<file path="src/rtl/nce_pkg.sv">
// ----------------------------------------------------------------------------
// nce_pkg
// Shared types, character codes and decimal tables for the numeric character
// reference escaper.
// ----------------------------------------------------------------------------
package nce_pkg;

    // largest code unit that passes through unchanged
    localparam logic [15:0] PASS_MAX = 16'h00FF;

    // ascii characters of the escape
    localparam logic [15:0] CH_AMP  = 16'h0026;
    localparam logic [15:0] CH_HASH = 16'h0023;
    localparam logic [15:0] CH_SEMI = 16'h003B;
    localparam logic [15:0] CH_ZERO = 16'h0030;

    // default depth of the queue between front and back
    localparam int QUEUE_DEPTH = 2;

    // decimal place of the leading digit (0 = ones ... 4 = ten thousands)
    typedef logic [2:0] nce_place_t;

    // one classified item as it sits in the queue
    typedef struct packed {
        logic [15:0] unit;
        logic        esc;
        nce_place_t  top_place;
    } nce_entry_t;

    // back sequencer states
    typedef enum logic [1:0] {
        ST_IDLE,
        ST_HASH,
        ST_DIGIT,
        ST_SEMI
    } nce_state_t;

    // power of ten for a decimal place
    function automatic logic [16:0] pow10(input nce_place_t place);
        logic [16:0] val;
        unique case (place)
            3'd0:    val = 17'd1;
            3'd1:    val = 17'd10;
            3'd2:    val = 17'd100;
            3'd3:    val = 17'd1000;
            3'd4:    val = 17'd10000;
            default: val = 17'd0;
        endcase
        return val;
    endfunction

    // digit times the power of ten of a place
    function automatic logic [16:0] step_value(input nce_place_t place, input logic [3:0] d);
        logic [20:0] prod;
        prod = 21'(pow10(place)) * 21'(d);
        return prod[16:0];
    endfunction

endpackage

</file>
<file path="src/rtl/numeric_char_ref_escaper.sv">
// ----------------------------------------------------------------------------
// numeric_char_ref_escaper
// Replaces UTF-16 code units above 255 by decimal numeric character
// references and passes all others through.
// ----------------------------------------------------------------------------
// A code unit of 255 or less leaves as one result with last set; a larger one
// leaves as '&', '#', three to five decimal digits and ';', with last on the
// ';'. The back sequencer emits one result character per cycle while the
// output register is empty or popped; digits are found one per cycle, most
// significant first, by comparing against the multiples of the place value.
// A queue of QUEUE_DEPTH classified items lets input run ahead of output,
// and the single output register is refilled in the same cycle its
// character is popped. The ports work like a queue: push/full on input,
// pop/empty on output.
// ----------------------------------------------------------------------------
module numeric_char_ref_escaper
#(
    parameter int QUEUE_DEPTH = nce_pkg::QUEUE_DEPTH
)
(
    input  logic        clk,
    input  logic        rst_n,
    input  logic        push,
    output logic        full,
    input  logic [15:0] code_unit,
    input  logic        pop,
    output logic        empty,
    output logic [15:0] out_char,
    output logic        last
);

    nce_pkg::nce_entry_t wr_entry;
    nce_pkg::nce_entry_t rd_entry;
    logic                q_wr;
    logic                q_rd;
    logic                q_empty;

    // front: accept and classify
    nce_front u_front
    (
        .code_unit (code_unit),
        .push      (push),
        .q_full    (full),
        .q_wr      (q_wr),
        .q_entry   (wr_entry)
    );

    // queue between front and back
    nce_fifo
    #(
        .DEPTH (QUEUE_DEPTH)
    )
    u_fifo
    (
        .clk      (clk),
        .rst_n    (rst_n),
        .wr       (q_wr),
        .wr_entry (wr_entry),
        .rd       (q_rd),
        .rd_entry (rd_entry),
        .full     (full),
        .empty    (q_empty)
    );

    // back: emit result characters
    nce_back u_back
    (
        .clk      (clk),
        .rst_n    (rst_n),
        .q_empty  (q_empty),
        .q_entry  (rd_entry),
        .q_rd     (q_rd),
        .pop      (pop),
        .empty    (empty),
        .out_char (out_char),
        .last     (last)
    );

endmodule

</file>
<file path="src/rtl/nce_front.sv">
// ----------------------------------------------------------------------------
// nce_front
// Accepts code units and classifies them: pass-through or escape, and the
// decimal place of the leading digit for an escape.
// ----------------------------------------------------------------------------
module nce_front
(
    input  logic                [15:0] code_unit,
    input  logic                       push,
    input  logic                       q_full,
    output logic                       q_wr,
    output nce_pkg::nce_entry_t        q_entry
);

    // accept when the queue has room
    assign q_wr = push && !q_full;

    // classify the unit
    always_comb
    begin
        q_entry.unit = code_unit;
        q_entry.esc  = code_unit > nce_pkg::PASS_MAX;
        priority if (code_unit >= 16'd10000)
        begin
            q_entry.top_place = 3'd4;
        end
        else if (code_unit >= 16'd1000)
        begin
            q_entry.top_place = 3'd3;
        end
        else
        begin
            q_entry.top_place = 3'd2;
        end
    end

endmodule

</file>
<file path="src/rtl/nce_fifo.sv">
// ----------------------------------------------------------------------------
// nce_fifo
// Short queue of classified items between the front and the back.
// ----------------------------------------------------------------------------
module nce_fifo
#(
    parameter int DEPTH = nce_pkg::QUEUE_DEPTH
)
(
    input  logic                clk,
    input  logic                rst_n,
    input  logic                wr,
    input  nce_pkg::nce_entry_t wr_entry,
    input  logic                rd,
    output nce_pkg::nce_entry_t rd_entry,
    output logic                full,
    output logic                empty
);

    localparam int PTR_W = (DEPTH > 1) ? $clog2(DEPTH) : 1;
    localparam int CNT_W = $clog2(DEPTH + 1);
    localparam logic [PTR_W-1:0] LAST_PTR = PTR_W'(DEPTH - 1);
    localparam logic [CNT_W-1:0] FULL_CNT = CNT_W'(DEPTH);

    nce_pkg::nce_entry_t slot_reg [DEPTH];
    logic [PTR_W-1:0] wr_ptr_reg, wr_ptr_next;
    logic [PTR_W-1:0] rd_ptr_reg, rd_ptr_next;
    logic [CNT_W-1:0] count_reg, count_next;

    assign full     = count_reg == FULL_CNT;
    assign empty    = count_reg == '0;
    assign rd_entry = slot_reg[rd_ptr_reg];

    // pointer and count update
    always_comb
    begin
        wr_ptr_next = wr_ptr_reg;
        rd_ptr_next = rd_ptr_reg;
        count_next  = count_reg;
        if (wr)
        begin
            wr_ptr_next = (wr_ptr_reg == LAST_PTR) ? '0 : wr_ptr_reg + 1'b1;
        end
        if (rd)
        begin
            rd_ptr_next = (rd_ptr_reg == LAST_PTR) ? '0 : rd_ptr_reg + 1'b1;
        end
        if (wr && !rd)
        begin
            count_next = count_reg + 1'b1;
        end
        else if (rd && !wr)
        begin
            count_next = count_reg - 1'b1;
        end
    end

    // control registers
    always_ff @(posedge clk or negedge rst_n)
    begin
        if (!rst_n)
        begin
            wr_ptr_reg <= '0;
            rd_ptr_reg <= '0;
            count_reg  <= '0;
        end
        else
        begin
            wr_ptr_reg <= wr_ptr_next;
            rd_ptr_reg <= rd_ptr_next;
            count_reg  <= count_next;
        end
    end

    // entry storage
    always_ff @(posedge clk)
    begin
        if (wr)
        begin
            slot_reg[wr_ptr_reg] <= wr_entry;
        end
    end

endmodule

</file>
<file path="src/rtl/nce_back.sv">
// ----------------------------------------------------------------------------
// nce_back
// Sequencer that turns queued items into result characters, one per cycle
// while the output is empty or popped, into a single output register.
// ----------------------------------------------------------------------------
module nce_back
(
    input  logic                       clk,
    input  logic                       rst_n,
    input  logic                       q_empty,
    input  nce_pkg::nce_entry_t        q_entry,
    output logic                       q_rd,
    input  logic                       pop,
    output logic                       empty,
    output logic                [15:0] out_char,
    output logic                       last
);

    nce_pkg::nce_state_t state_reg, state_next;
    logic [15:0]         rem_reg, rem_next;
    nce_pkg::nce_place_t place_reg, place_next;
    logic                out_valid_reg, out_valid_next;
    logic [15:0]         out_char_reg, out_char_next;
    logic                out_last_reg, out_last_next;

    logic                advance;
    logic [9:1]          ge;
    logic [3:0]          digit;
    logic [16:0]         sub;

    assign empty    = !out_valid_reg;
    assign out_char = out_char_reg;
    assign last     = out_last_reg;

    // output register can take a new character
    assign advance = !out_valid_reg || pop;

    // leading digit of the remainder at the current place
    always_comb
    begin
        for (int d = 1; d < 10; d++)
        begin
            ge[d] = {1'b0, rem_reg} >= nce_pkg::step_value(place_reg, 4'(d));
        end
        digit = 4'($countones(ge));
        sub   = nce_pkg::step_value(place_reg, digit);
    end

    // next state and emitted character
    always_comb
    begin
        state_next     = state_reg;
        rem_next       = rem_reg;
        place_next     = place_reg;
        out_valid_next = out_valid_reg;
        out_char_next  = out_char_reg;
        out_last_next  = out_last_reg;
        q_rd           = 1'b0;
        if (advance)
        begin
            out_valid_next = 1'b0;
            unique case (state_reg)
                nce_pkg::ST_IDLE:
                begin
                    if (!q_empty)
                    begin
                        q_rd           = 1'b1;
                        out_valid_next = 1'b1;
                        if (q_entry.esc)
                        begin
                            out_char_next = nce_pkg::CH_AMP;
                            out_last_next = 1'b0;
                            rem_next      = q_entry.unit;
                            place_next    = q_entry.top_place;
                            state_next    = nce_pkg::ST_HASH;
                        end
                        else
                        begin
                            out_char_next = q_entry.unit;
                            out_last_next = 1'b1;
                        end
                    end
                end
                nce_pkg::ST_HASH:
                begin
                    out_valid_next = 1'b1;
                    out_char_next  = nce_pkg::CH_HASH;
                    out_last_next  = 1'b0;
                    state_next     = nce_pkg::ST_DIGIT;
                end
                nce_pkg::ST_DIGIT:
                begin
                    out_valid_next = 1'b1;
                    out_char_next  = nce_pkg::CH_ZERO + {12'd0, digit};
                    out_last_next  = 1'b0;
                    rem_next       = rem_reg - sub[15:0];
                    if (place_reg == 3'd0)
                    begin
                        state_next = nce_pkg::ST_SEMI;
                    end
                    else
                    begin
                        place_next = place_reg - 3'd1;
                    end
                end
                nce_pkg::ST_SEMI:
                begin
                    out_valid_next = 1'b1;
                    out_char_next  = nce_pkg::CH_SEMI;
                    out_last_next  = 1'b1;
                    state_next     = nce_pkg::ST_IDLE;
                end
                default:
                begin
                    state_next = nce_pkg::ST_IDLE;
                end
            endcase
        end
    end

    // control registers
    always_ff @(posedge clk or negedge rst_n)
    begin
        if (!rst_n)
        begin
            state_reg     <= nce_pkg::ST_IDLE;
            out_valid_reg <= 1'b0;
        end
        else
        begin
            state_reg     <= state_next;
            out_valid_reg <= out_valid_next;
        end
    end

    // payload registers
    always_ff @(posedge clk)
    begin
        rem_reg      <= rem_next;
        place_reg    <= place_next;
        out_char_reg <= out_char_next;
        out_last_reg <= out_last_next;
    end

endmodule
</file>
<file path="config.mk">
export PLATFORM = sky130hd
export DESIGN_NAME = numeric_char_ref_escaper
export DESIGN_NICKNAME = d
export VERILOG_FILES = /design/src/rtl/nce_pkg.sv /design/src/rtl/numeric_char_ref_escaper.sv /design/src/rtl/nce_front.sv /design/src/rtl/nce_fifo.sv /design/src/rtl/nce_back.sv
export SDC_FILE = /design/constraint.sdc
export NUM_CORES = 1
export LEC_CHECK = 0
export BUFFER_PORTS_ARGS = -buffer_cell sky130_fd_sc_hd__clkbuf_2
export CAP_MARGIN = 10
export CORE_MARGIN = 2
export CORE_UTILIZATION = 68
export CTS_CLUSTER_SIZE = 16
export DETAILED_ROUTE_END_ITERATION = 12
export PLACE_DENSITY = 0.85
export SYNTH_ARGS = -nofsm -noshare
export SYNTH_HDL_FRONTEND = slang
export SYNTH_SLANG_ARGS = --single-unit
</file>
<file path="constraint.sdc">
create_clock -name clk -period 16.99 [get_ports clk]
set_input_delay 1.699 -clock clk [delete_from_list [all_inputs] [get_ports clk]]
set_output_delay 1.699 -clock clk [all_outputs]
set_load 0.005 [all_outputs]
</file>
* Word-level counts from Yosys, hierarchy flattened
Memory sizes are Yosys's and may differ from the RTL's.
Cells that the tools add are included.
** Cells by class
- Add/subtract/negate cells :: 15
- Multipliers :: 6
- Order comparisons :: 12
- Eq/ne operators :: 12
- Mux-type cells :: 30
- Reductions and logical operators :: 19
** Operators by type and width (number)
- 16-bit by 17-bit >= comparator with 1-bit output :: 6
- 14-bit case mux with 5 select lines :: 1
- 16-bit two-way mux :: 4
- 16-bit case mux with 4 select lines :: 1
- 14-bit by 3-bit multiplier with 17-bit output (second input constant) :: 2
- 14-bit by 2-bit multiplier with 16-bit output (second input constant) :: 2
- 16-bit case mux with 2 select lines :: 1
- 14-bit by 4-bit multiplier with 17-bit output (second input constant) :: 1
- 16-bit by 10-bit >= comparator with 1-bit output (second input constant) :: 1
- 16-bit by 14-bit >= comparator with 1-bit output :: 1
- 16-bit by 14-bit >= comparator with 1-bit output (second input constant) :: 1
- 16-bit by 15-bit >= comparator with 1-bit output :: 1
- 16-bit >= comparator :: 1
- 16-bit by 8-bit > comparator with 1-bit output (second input constant) :: 1
- 14-bit by 4-bit multiplier with 16-bit output :: 1
- 16-bit subtractor :: 1
- 4-bit adder :: 3
- 3-bit two-way mux :: 4
- 1-bit two-way mux :: 10
- 2-bit two-way mux :: 5
- 1-bit by 1-bit adder with 2-bit output :: 4
- 2-bit case mux with 4 select lines :: 1
- 4-bit AND reduction :: 2
- 6-bit by 4-bit adder with 7-bit output (first input constant) :: 1
- other kinds (25) :: 38
** Storage, ports and cells
- Register bits :: 43
- Memory bits (writable) :: 40
- Input bits :: 20
- Word-level logic and storage cells :: 104
- Memories kept :: 1
** Memory list
- u_fifo.slot_reg :: depth 2, width 20, read ports 1, clocked after Yosys merged registers in 0, write ports 1, RTL line nce_fifo.sv:25 : nce_pkg::nce_entry_t slot_reg [DEPTH];

* Logic depth before layout (Yosys ltp)
Gate-level depths: netlist (run 1).
- Depth in word-level cells :: 11
- Mapped depth :: 42
- Depth with buffers taken out :: 41

* Cells and area by module
Synthesis (run 1) repeated with hierarchy kept, for this count alone.
** Unflattened totals
- Cells, all modules :: 965
- Area total of the unflattened synthesis :: 9432.8 sq um
** Modules (own cells, without submodules)
- nce_back :: instances 1, cells each 858, area an instance 7517.2 sq um, sequential area each 1156.1 sq um
- nce_fifo :: instances 1, cells each 78, area an instance 1707.9 sq um, sequential area each 1301.2 sq um
- nce_front :: instances 1, cells each 29, area an instance 207.7 sq um, sequential area each 0.0 sq um

* Worst setup path after synthesis (run 1)
OpenSTA, ideal clock, no wires.
- Path type :: reg-to-reg
- From :: register u_back.place_reg[0]
- To :: register u_back.rem_reg[14], data pin
- Data arrival time :: 9.151 ns
- Setup slack :: 7.569 ns
- Stages on the path, launching flop included :: 38
- Buffers on the path :: 0
- Path through :: edfxtp_1 -> ha_1 -> nand2b_1 -> inv_1 -> nor2_1 -> inv_1 -> fa_1 -> ha_1 -> a21o_1 -> a21oi_1 -> o21bai_1 -> a21oi_1 -> o32a_1 -> ha_1 -> a21o_1 -> a21oi_1 -> nor2b_1 -> o41ai_1 -> [... 2 more ...] -> inv_1 -> fa_1 -> fa_1 -> inv_1 -> ha_1 -> fa_1 -> o21ai_0 -> fa_1 -> fa_1 -> inv_1 -> fa_1 -> inv_1 -> ha_1 -> a21oi_2 -> o22ai_1 -> o41ai_2 -> mux2i_1 -> nor3b_2
** Between the ends
- Word-level cells in the longest chain between the ends :: 11
** Ends and longest elaborated chain
- start, declared :: RTL line nce_back.sv:21 : nce_pkg::nce_place_t place_reg, place_next;
- start signal, assigned :: RTL line nce_back.sv:140 : place_reg <= place_next;
- 3-bit equality test (tied with other cells) :: RTL line nce_pkg.sv:41 : unique case (place)
- 14-bit case mux with 5 select lines (*) :: RTL line nce_pkg.sv:41
- 14-bit by 2-bit multiplier with 16-bit output or 14-bit by 3-bit multiplier with 17-bit output (tied branches) :: RTL line nce_pkg.sv:55 : prod = 21'(pow10(place)) * 21'(d);
- 16-bit by 17-bit >= comparator with 1-bit output :: RTL line nce_back.sv:43 : ge[d] = {1'b0, rem_reg} >= nce_pkg::step_value(place_reg, 4'(d));
- 1-bit by 1-bit adder with 2-bit output (not written as such) :: RTL line nce_back.sv:45 : digit = 4'($countones(ge));
- 4-bit adder (not written as such) (2 in series) :: RTL line nce_back.sv:45
- 4-bit by 1-bit adder with 4-bit output (not written as such) :: RTL line nce_back.sv:45
- 14-bit by 4-bit multiplier with 16-bit output (*) :: RTL line nce_pkg.sv:55
- 16-bit subtractor (*) :: RTL line nce_back.sv:96 : rem_next = rem_reg - sub[15:0];
- 16-bit case mux with 2 select lines (*) :: RTL line nce_back.sv:62 : unique case (state_reg)
- end signal, assigned :: RTL line nce_back.sv:139 : rem_reg <= rem_next;
- end, declared :: RTL line nce_back.sv:20 : logic [15:0] rem_reg, rem_next;
Every way passes the cells marked *; elsewhere a longest branch is shown, timed or not.
A chain may end at the register's enable or synchronous reset.

* Final worst setup path (run 1)
Same ends and word-level chain as after synthesis.

==> results.sh, run 1 <==
export IMPL_outcome="finished clean"
export IMPL_post_drt_via_cell_ratio=6.439
export IMPL_routabilityCongestion=0.9780
export IMPL_final_common_cell="ha_1"
export IMPL_cpPeakStageDelay_ns=0.65
export IMPL_cts_resized=0
export IMPL_ys_flop_type="edfxtp_1"
export IMPL_groute_usage_overall_pct=34.13
export IMPL_drive_above_1_share_pct=8.880
export IMPL_synth_edf_count=76
export IMPL_synth_top_area_share_pct=24.72
export IMPL_r2r_setup_slack_ns=6.13
export IMPL_ios=39
export IMPL_ys_seq_area_share_pct=26.62
export IMPL_cp_common_cell="inv_1"
export IMPL_crit_path_start="u_back.place_reg[0]"
export IMPL_ctsHoldBuffers=0
export IMPL_start_kind="register"
export IMPL_dr_pass1_iters=5
export IMPL_crit_path_end="u_back.rem_reg[14]"
export IMPL_worst_slack_ns=6.132
export IMPL_fillCellCount=956
export IMPL_htree_num_levels=3
export IMPL_port_buffers=38
export IMPL_yosys_register_bits=83
export IMPL_syn_area_sq_um=9231
export IMPL_criticalPathCategory="reg2reg"
export IMPL_reg2reg_from="u_back.place_reg[0]"
export IMPL_die_x_um=120.5
export IMPL_diodes=0
export IMPL_min_path_type="reg2reg"
export IMPL_cpMaxStageDelayCell="fa_1"
export IMPL_syn_area_per_cell_sq_um=9.758
export IMPL_synth_cell_type_count=81
export IMPL_post_place_ws_ns=6.306
export IMPL_skew_ns=0.009677
export IMPL_synthCells=946
export IMPL_clock_path_buffers=2
export IMPL_cts_tree="yes"
export IMPL_synthArstFlopShare_pct=8.434
export IMPL_synthMuxAreaShare_pct=2.928
export IMPL_core_area_sq_um=13240
export IMPL_tightestPinTransition_ns=0.9621
export IMPL_start_util_pct=69.71
export IMPL_clock_fmax_mhz=92.10
export IMPL_synth_xor_area_share_pct=2.846
export IMPL_cts_sinks=83
export IMPL_dieArea_sq_um=14520
export IMPL_crit_required_ns=17.09
export IMPL_crit_path_end_kind="register"
export IMPL_grt_pass1_vias=7359
export IMPL_worstPathArrival_ns=10.95
export IMPL_grt_pass1_wl_mm=38.46
export IMPL_crit_family="adder cells"
export IMPL_postCtsSetupRepairBufs=0
export IMPL_synth_compound_area_share_pct=16.14
export IMPL_synth_fa_ha_area_share_pct=32.20
export IMPL_antenna_found_initial=0
export IMPL_drv_cap=0
export IMPL_rsz0062_at_grt="false"
export IMPL_yosys_top_cells_area="edfxtp_1 25%, ha_1 22%, fa_1 10%"
export IMPL_finalSetupViolCount=0
export IMPL_drt_iter0_markers=676
export IMPL_drc=0
export IMPL_yosysWarningCount=0
export IMPL_largest_register_ffs=40
export IMPL_grt_max_degree=33
export IMPL_final_nets=1216
export IMPL_die_y_um=120.5
export IMPL_cts_buffers=9
export IMPL_area_growth_syn_to_layout_pct=7.305
export IMPL_num_vias=7514
export IMPL_clock_latency_ns=0.35
export IMPL_slew_limit_headroom_pct=35.73
export IMPL_ant_nets=0
export IMPL_cts_clk_slew_worst_paths_ns=0.07
export IMPL_post_drt_wl_per_cell_um=20.16
export IMPL_hpwl_mm=18.38
export IMPL_wirelength_mm=23.53
export IMPL_setup_tns_ns=0
export IMPL_synth_top_family_by_area="adder cells"
export IMPL_grt_overflow_total=0
export IMPL_worst_path_buf_inv=8
export IMPL_period_needed_ns=10.86
export IMPL_hold_violations=0
export IMPL_crit_cells=37
export IMPL_num_rows=42
export IMPL_yosys_area_top_type="edfxtp_1"
export IMPL_drv_slew=0
export IMPL_final_cell_mix="164 x ha_1, 137 x inv_1, 76 x edfxtp_1"
export IMPL_clockRootBuffer="clkbuf_16"
export IMPL_rr_worst_depth=37
export IMPL_crit_fanout=14
export IMPL_reg2reg_to="u_back.rem_reg[14]"
export IMPL_synth_simple_gate_area_share_pct=12.58
export IMPL_fin_crit_sh_pct=63.91
## metrics by stage
stage	cell area [sq um]	std cells	hold slack [ns]	utilization, %
after floorplan	9243	949	0.4608	-
final	9906	1167	0.4968	74.80
after global routing	9906	1167	0.5414	74.80
after global placement	9607	1151	0.4820	72.54
after detailed placement	9607	1151	0.4900	72.54
after CTS	9906	1167	0.4962	74.80
## routing by layer
metal	up-vias	global-route usage (%)	part of all wire (%)
met4	0	8.140	1.9
met5	-	0	0
met2	383	55.01	47
met3	45	8.585	9.2
li1	3501	-	-
met1	3585	46.63	42
## cell families after synthesis
family | after synthesis
mux | 26
flops | 83
other cells | 2
compound gates | 214
xor+xnor | 30
fa+ha+maj | 210
simple gates | 225
buf+inv | 156
## cell type report
class	instances	area (sq um)	share of cell area, %
inverter	139	521.8	5.267
tap	176	220.2	2.223
clock inverter	7	73.82	0.7452
multi-input combinational	710	6180	62.38
timing repair buffer	43	227.7	2.299
sequential	83	2457	24.81
clock buffer	9	225.2	2.274
## worst min path at each step
stage / from / endpoint / depth (start not counted)
3_3_place_gp: u_fifo.count_reg[1] / u_fifo.count_reg[1] / 1
2_1_floorplan: u_fifo.wr_ptr_reg / u_fifo.wr_ptr_reg / 1
4_1_cts: u_fifo.count_reg[1] / u_fifo.count_reg[1] / 1
6_report: u_fifo.count_reg[1] / u_fifo.count_reg[1] / 1
3_5_place_dp: u_fifo.count_reg[1] / u_fifo.count_reg[1] / 1
5_1_grt: u_fifo.count_reg[1] / u_fifo.count_reg[1] / 1
## synth_stat cells, types with 6 or more instances
cell type,number
a211oi_1,12
a21o_1,23
a21oi_1,56
a31oi_1,8
and2_1,9
buf_2,7
clkbuf_1,6
dfrtp_1,7
edfxtp_1,76
fa_1,46
ha_1,164
inv_1,137
mux2i_1,20
nand2_1,61
nand2b_1,8
nand3_1,14
nand4_1,17
nor2_1,49
nor2b_1,14
nor3_1,13
nor4_1,10
o211ai_1,7
o21a_1,10
o21ai_0,26
o21ai_1,8
xnor2_1,16
xor2_1,14
Power of run 1 is not shown: default switching activity piles up to over one toggle a cycle in this logic, so the estimate is an artifact.
==> inputs of run 2 (changes only) <==
- ABC_AREA: unset -> 1
- CORE_UTILIZATION: 68 -> 64
- PLACE_DENSITY: 0.85 -> 0.8
- clock period: 16.99 -> 10.9 ns (I/O delays scaled with it)
==> run 2 against run 1 <==
Compared with the run above:
- clock skew down 0.0033 ns
- register-to-register slack worse by 5.3 ns
- synthesized cell count up 23%
==> results.sh, run 2 <==
export IMPL_yosys_top_cells_area="edfxtp_1 24%, ha_1 22%, fa_1 9.7%"
export IMPL_synthMuxAreaShare_pct=2.218
export IMPL_largest_register_ffs=40
export IMPL_synth_top_family_by_area="adder cells"
export IMPL_cts_resized=0
export IMPL_core_area_sq_um=14480
export IMPL_ant_nets=0
export IMPL_diodes=0
export IMPL_synth_fa_ha_area_share_pct=31.37
export IMPL_cts_clk_slew_worst_paths_ns=0.06
export IMPL_slew_limit_headroom_pct=32.62
export IMPL_r2r_setup_slack_ns=0.80
export IMPL_grt_pass1_vias=8328
export IMPL_min_path_type="reg2reg"
export IMPL_crit_family="adder cells"
export IMPL_cts_tree="yes"
export IMPL_fin_crit_sh_pct=92.64
export IMPL_rsz0062_at_grt="false"
export IMPL_crit_fanout=10
export IMPL_grt_overflow_total=0
export IMPL_criticalPathCategory="reg2reg"
export IMPL_clockRootBuffer="clkbuf_16"
export IMPL_final_cell_mix="239 x nand2_1, 208 x inv_1, 164 x ha_1"
export IMPL_synth_compound_area_share_pct=8.330
export IMPL_hold_path_startpoint="u_fifo.wr_ptr_reg"
export IMPL_seq_area_sq_um=2457
export IMPL_grt_pass1_wl_mm=39.23
export IMPL_worst_hold_path_endpoint="u_fifo.wr_ptr_reg"
export IMPL_drv_cap=0
export IMPL_yosys_area_top_type="edfxtp_1"
export IMPL_die_y_um=125.7
export IMPL_dieArea_sq_um=15800
export IMPL_postCtsSetupRepairBufs=0
export IMPL_hpwl_mm=19.18
export IMPL_outcome="finished clean"
export IMPL_synth_edf_count=76
export IMPL_yosysWarningCount=0
export IMPL_hold_depth=2
export IMPL_syn_area_sq_um=9478
export IMPL_setup_tns_ns=0
export IMPL_post_drt_via_cell_ratio=5.730
export IMPL_crit_required_ns=10.99
export IMPL_synth_simple_gate_area_share_pct=20.79
export IMPL_skew_ns=0.006426
export IMPL_period_needed_ns=10.10
export IMPL_final_common_cell="nand2_1"
export IMPL_cpMaxStageDelayCell="fa_1"
export IMPL_yosys_register_bits=83
export IMPL_synth_top_area_share_pct=24.08
export IMPL_clock_path_buffers=2
export IMPL_dr_pass1_iters=6
export IMPL_fin_util_pct=70.42
export IMPL_drc=0
export IMPL_num_vias=8051
export IMPL_hold_violations=0
export IMPL_reg2reg_to="u_back.rem_reg[15]"
export IMPL_yosysMostFrequentCell="nand2_1"
export IMPL_area_growth_syn_to_layout_pct=7.577
export IMPL_grt_max_degree=36
export IMPL_start_kind="register"
export IMPL_crit_path_end_kind="register"
export IMPL_ctsHoldBuffers=0
export IMPL_ios=39
export IMPL_clock_fmax_mhz=99.03
export IMPL_tightestPinTransition_ns=1.011
export IMPL_cpPeakStageDelay_ns=0.57
export IMPL_worst_path_buf_inv=10
export IMPL_synth_xor_area_share_pct=2.482
export IMPL_rr_worst_depth=45
export IMPL_reg2reg_from="u_back.place_reg[0]"
export IMPL_fillCellCount=1180
export IMPL_drt_iter0_markers=544
export IMPL_drv_slew=0
export IMPL_ys_seq_area_share_pct=25.93
export IMPL_syn_area_per_cell_sq_um=8.122
export IMPL_wirelength_mm=23.64
export IMPL_final_nets=1446
export IMPL_die_x_um=125.7
export IMPL_drive_above_1_share_pct=6.552
export IMPL_clock_latency_ns=0.34
export IMPL_routabilityCongestion=1.045
export IMPL_ys_flop_type="edfxtp_1"
export IMPL_groute_usage_overall_pct=31.15
export IMPL_multi_input_area_sq_um=6201
export IMPL_synthTopCellsByCount="239 x nand2_1, 208 x inv_1, 164 x ha_1"
export IMPL_start_util_pct=65.46
export IMPL_htree_num_levels=3
export IMPL_synth_cell_type_count=40
export IMPL_cts_buffers=9
export IMPL_cts_sinks=83
export IMPL_port_buffers=38
export IMPL_finalSetupViolCount=0
export IMPL_synthCells=1167
export IMPL_post_drt_wl_per_cell_um=16.82
export IMPL_synthArstFlopShare_pct=8.434
export IMPL_num_rows=44
export IMPL_worstPathArrival_ns=10.19
export IMPL_antenna_found_initial=0
[run 2: worst max-delay path by stage]
| stage | cells past startpoint | startpoint | endpoint | slack, ns |
|---|---|---|---|---|
| 2_1_floorplan | 45 | u_back.place_reg[0] | u_back.rem_reg[15] | 1.94 |
| 5_1_grt | 45 | u_back.place_reg[0] | u_back.rem_reg[15] | 0.1 |
| 3_3_place_gp | 44 | u_back.place_reg[0] | u_back.rem_reg[14] | 1.20 |
| 3_5_place_dp | 45 | u_back.place_reg[0] | u_back.rem_reg[15] | 0.93 |
| 6_report | 45 | u_back.place_reg[0] | u_back.rem_reg[15] | 0.80 |
| 4_1_cts | 45 | u_back.place_reg[0] | u_back.rem_reg[15] | 0.89 |
[run 2: kinds of logic after synthesis]
logic type	count (synthesis)
xor gates and xnor gates	26
and+or+nand+nor	459
muxes	21
other	2
DFF	83
buffers and inverters	219
adders and majority gates	210
AOI/OAI and AO/OA	147
[run 2: per-stage QoR]
step | hold slack (ns) | cells | setup WS, ns | cell area (sq um)
3_5_place_dp | 0.5289 | 1389 | 0.9281 | 9908
6_report | 0.5413 | 1405 | 0.8021 | 10200
5_1_grt | 0.5793 | 1405 | 0.09755 | 10200
2_1_floorplan | 0.4868 | 1170 | 1.938 | 9489
4_1_cts | 0.5445 | 1405 | 0.8895 | 10200
3_3_place_gp | 0.5071 | 1389 | 1.197 | 9908
[run 2: layer usage]
| layer | track usage (%) | routed length [um] | vias to the layer above |
|---|---|---|---|
| met5 | 0 | 0 | - |
| met4 | 16.86 | 1256 | 0 |
| met3 | 3.398 | 1219 | 90 |
| met2 | 55.39 | 11670 | 280 |
| met1 | 37.01 | 9491 | 3701 |
| li1 | - | - | 3980 |
[run 2: worst register-to-register path: cells and delay by family, from the launching register on]
family	cells	cell delay (ns)
fa+ha+maj	13	5.36
simple gates	17	1.94
buf+inv	10	1.27
compound gates	4	0.64
flops	1	0.46
xor+xnor	1	0.19
[run 2: area by class of cell]
class	count	area share [%]
Timing Repair Buffer	43	2.233
Multi-Input combinational cell	868	60.82
Clock inverter	6	0.4786
Inverter	211	7.768
Tap cell	184	2.258
Sequential cell	83	24.10
Clock buffer	10	2.344
Power of run 2 is left out for the same reason.
==> inputs of run 3 (changes only) <==
- PLACE_DENSITY: 0.8 -> 0.87
==> run 3 against run 2 <==
Compared with the run above:
- maximum frequency decreased by 1.3%
- die area unchanged
- sequential cell count stayed put
- global-route usage grew 1.4 points
- clock-buffer cell count grew 1
- first-iteration DRC count up 7.9%
- cell count hardly changed
==> results.sh, run 3 (synthesis gave the netlist of run 2 again) <==
export IMPL_final_cell_mix="239 x nand2_1, 208 x inv_1, 164 x ha_1"
export IMPL_clock_latency_ns=0.34
export IMPL_grt_pass1_vias=8516
export IMPL_outcome="finished clean"
export IMPL_num_rows=44
export IMPL_clock_path_buffers=2
export IMPL_worst_slack_ns=0.6726
export IMPL_cpPeakStageDelay_ns=0.57
export IMPL_cts_resized=0
export IMPL_dr_pass1_iters=5
export IMPL_reg2reg_to="u_back.rem_reg[8]"
export IMPL_cts_buffers=9
export IMPL_hold_path_startpoint="u_fifo.wr_ptr_reg"
export IMPL_cpMaxStageDelayCell="fa_1"
export IMPL_largest_register_ffs=40
export IMPL_hold_violations=0
export IMPL_rsz0062_at_grt="false"
export IMPL_ios=39
export IMPL_start_kind="register"
export IMPL_grt_max_degree=37
export IMPL_crit_fanout=10
export IMPL_final_common_cell="nand2_1"
export IMPL_grt_pass1_wl_mm=40.88
export IMPL_crit_path_end_kind="register"
export IMPL_setup_tns_ns=0
export IMPL_worst_hold_path_endpoint="u_fifo.wr_ptr_reg"
export IMPL_postCtsSetupRepairBufs=0
export IMPL_routabilityCongestion=0.9723
export IMPL_wirelength_mm=25.08
export IMPL_cts_clk_slew_worst_paths_ns=0.06
export IMPL_period_needed_ns=10.23
export IMPL_port_buffers=38
export IMPL_finalSetupViolCount=0
export IMPL_die_y_um=125.7
export IMPL_dr_wl_met2_mm=12.31
export IMPL_drv_slew=0
export IMPL_post_drt_via_cell_ratio=6.007
export IMPL_groute_usage_overall_pct=32.52
export IMPL_dp_cells=1388
export IMPL_hpwl_mm=19.72
export IMPL_dr_wl_met3_mm=1.488
export IMPL_clockRootBuffer="clkbuf_16"
export IMPL_dieArea_sq_um=15800
export IMPL_antenna_found_initial=0
export IMPL_min_path_type="reg2reg"
export IMPL_crit_family="adder cells"
export IMPL_ctsHoldBuffers=0
export IMPL_core_area_sq_um=14480
export IMPL_final_nets=1445
export IMPL_crit_required_ns=11.00
export IMPL_die_x_um=125.7
export IMPL_rr_worst_depth=43
export IMPL_diodes=0
export IMPL_drive_above_1_share_pct=6.311
export IMPL_ant_nets=0
export IMPL_fin_crit_sh_pct=93.83
export IMPL_num_vias=8434
export IMPL_hold_depth=2
export IMPL_slew_limit_headroom_pct=22.63
export IMPL_reg2reg_from="u_back.place_reg[0]"
export IMPL_instances_no_fill=1404
export IMPL_hold_slack_ns=0.5591
export IMPL_topRoutingLayerUsed="met4"
export IMPL_r2r_setup_slack_ns=0.67
export IMPL_post_place_ws_ns=0.8272
export IMPL_clock_fmax_mhz=97.78
export IMPL_worstPathArrival_ns=10.33
export IMPL_worst_path_buf_inv=9
export IMPL_start_util_pct=65.46
export IMPL_drt_met1_wl_mm=9.556
export IMPL_post_drt_wl_per_cell_um=17.86
export IMPL_skew_ns=0.009318
export IMPL_tightestPinTransition_ns=1.161
export IMPL_crit_path_start="u_back.place_reg[0]"
export IMPL_drv_cap=0
export IMPL_cts_sinks=83
export IMPL_cts_tree="yes"
export IMPL_grt_overflow_total=0
export IMPL_area_growth_syn_to_layout_pct=7.327
export IMPL_htree_num_levels=3
export IMPL_criticalPathCategory="reg2reg"
export IMPL_drc=0
export IMPL_drt_iter0_markers=587
[run 3: cell types whose count changed in the layout (fill, tap and decap cells not counted), sizes merged]
cell      previous run  this run
buf                  5         4
clkbuf              48        49
inv                213       212
clkinvlp             2         1
clkinv               2         3
[run 3: layout make-up]
type	count	area, sq um
Timing Repair Buffer	42	220.2
Tap cell	184	230.2
Inverter	211	792.0
Clock buffer	11	232.7
Sequential cell	83	2457
Multi-Input combinational cell	868	6201
Fill cell	1132	4307
Clock inverter	5	38.79
[run 3: worst min-delay path, delay by kind of cell, from the launching register on]
kind | cells | cell delay, ns
AND/OR/NAND/NOR | 2 | 0.14
flip-flops | 1 | 0.37
[run 3: worst max-delay path by stage]
stage                               to  depth (start not counted)
floorplan           u_back.rem_reg[15]                         45
global placement    u_back.rem_reg[14]                         44
detailed placement  u_back.rem_reg[13]                         45
CTS                  u_back.rem_reg[8]                         43
global route        u_back.rem_reg[12]                         44
finish               u_back.rem_reg[8]                         43
[run 3: stage by stage]
| stage | util [%] | area [sq um] |
|---|---|---|
| final | 70.26 | 10170 |
| after global routing | 70.26 | 10170 |
| after CTS | 70.26 | 10170 |
| after detailed placement | 68.38 | 9901 |
| after global placement | 68.38 | 9901 |
| after floorplan | - | 9489 |
[run 3: metal layers]
metal / track usage, % / up-vias
met5: 0 / -
met3: 4.460 / 148
met2: 56.66 / 383
met1: 37.60 / 3937
li1: - / 3966
met4: 21.05 / 0
Power of run 3 is left out for the same reason.
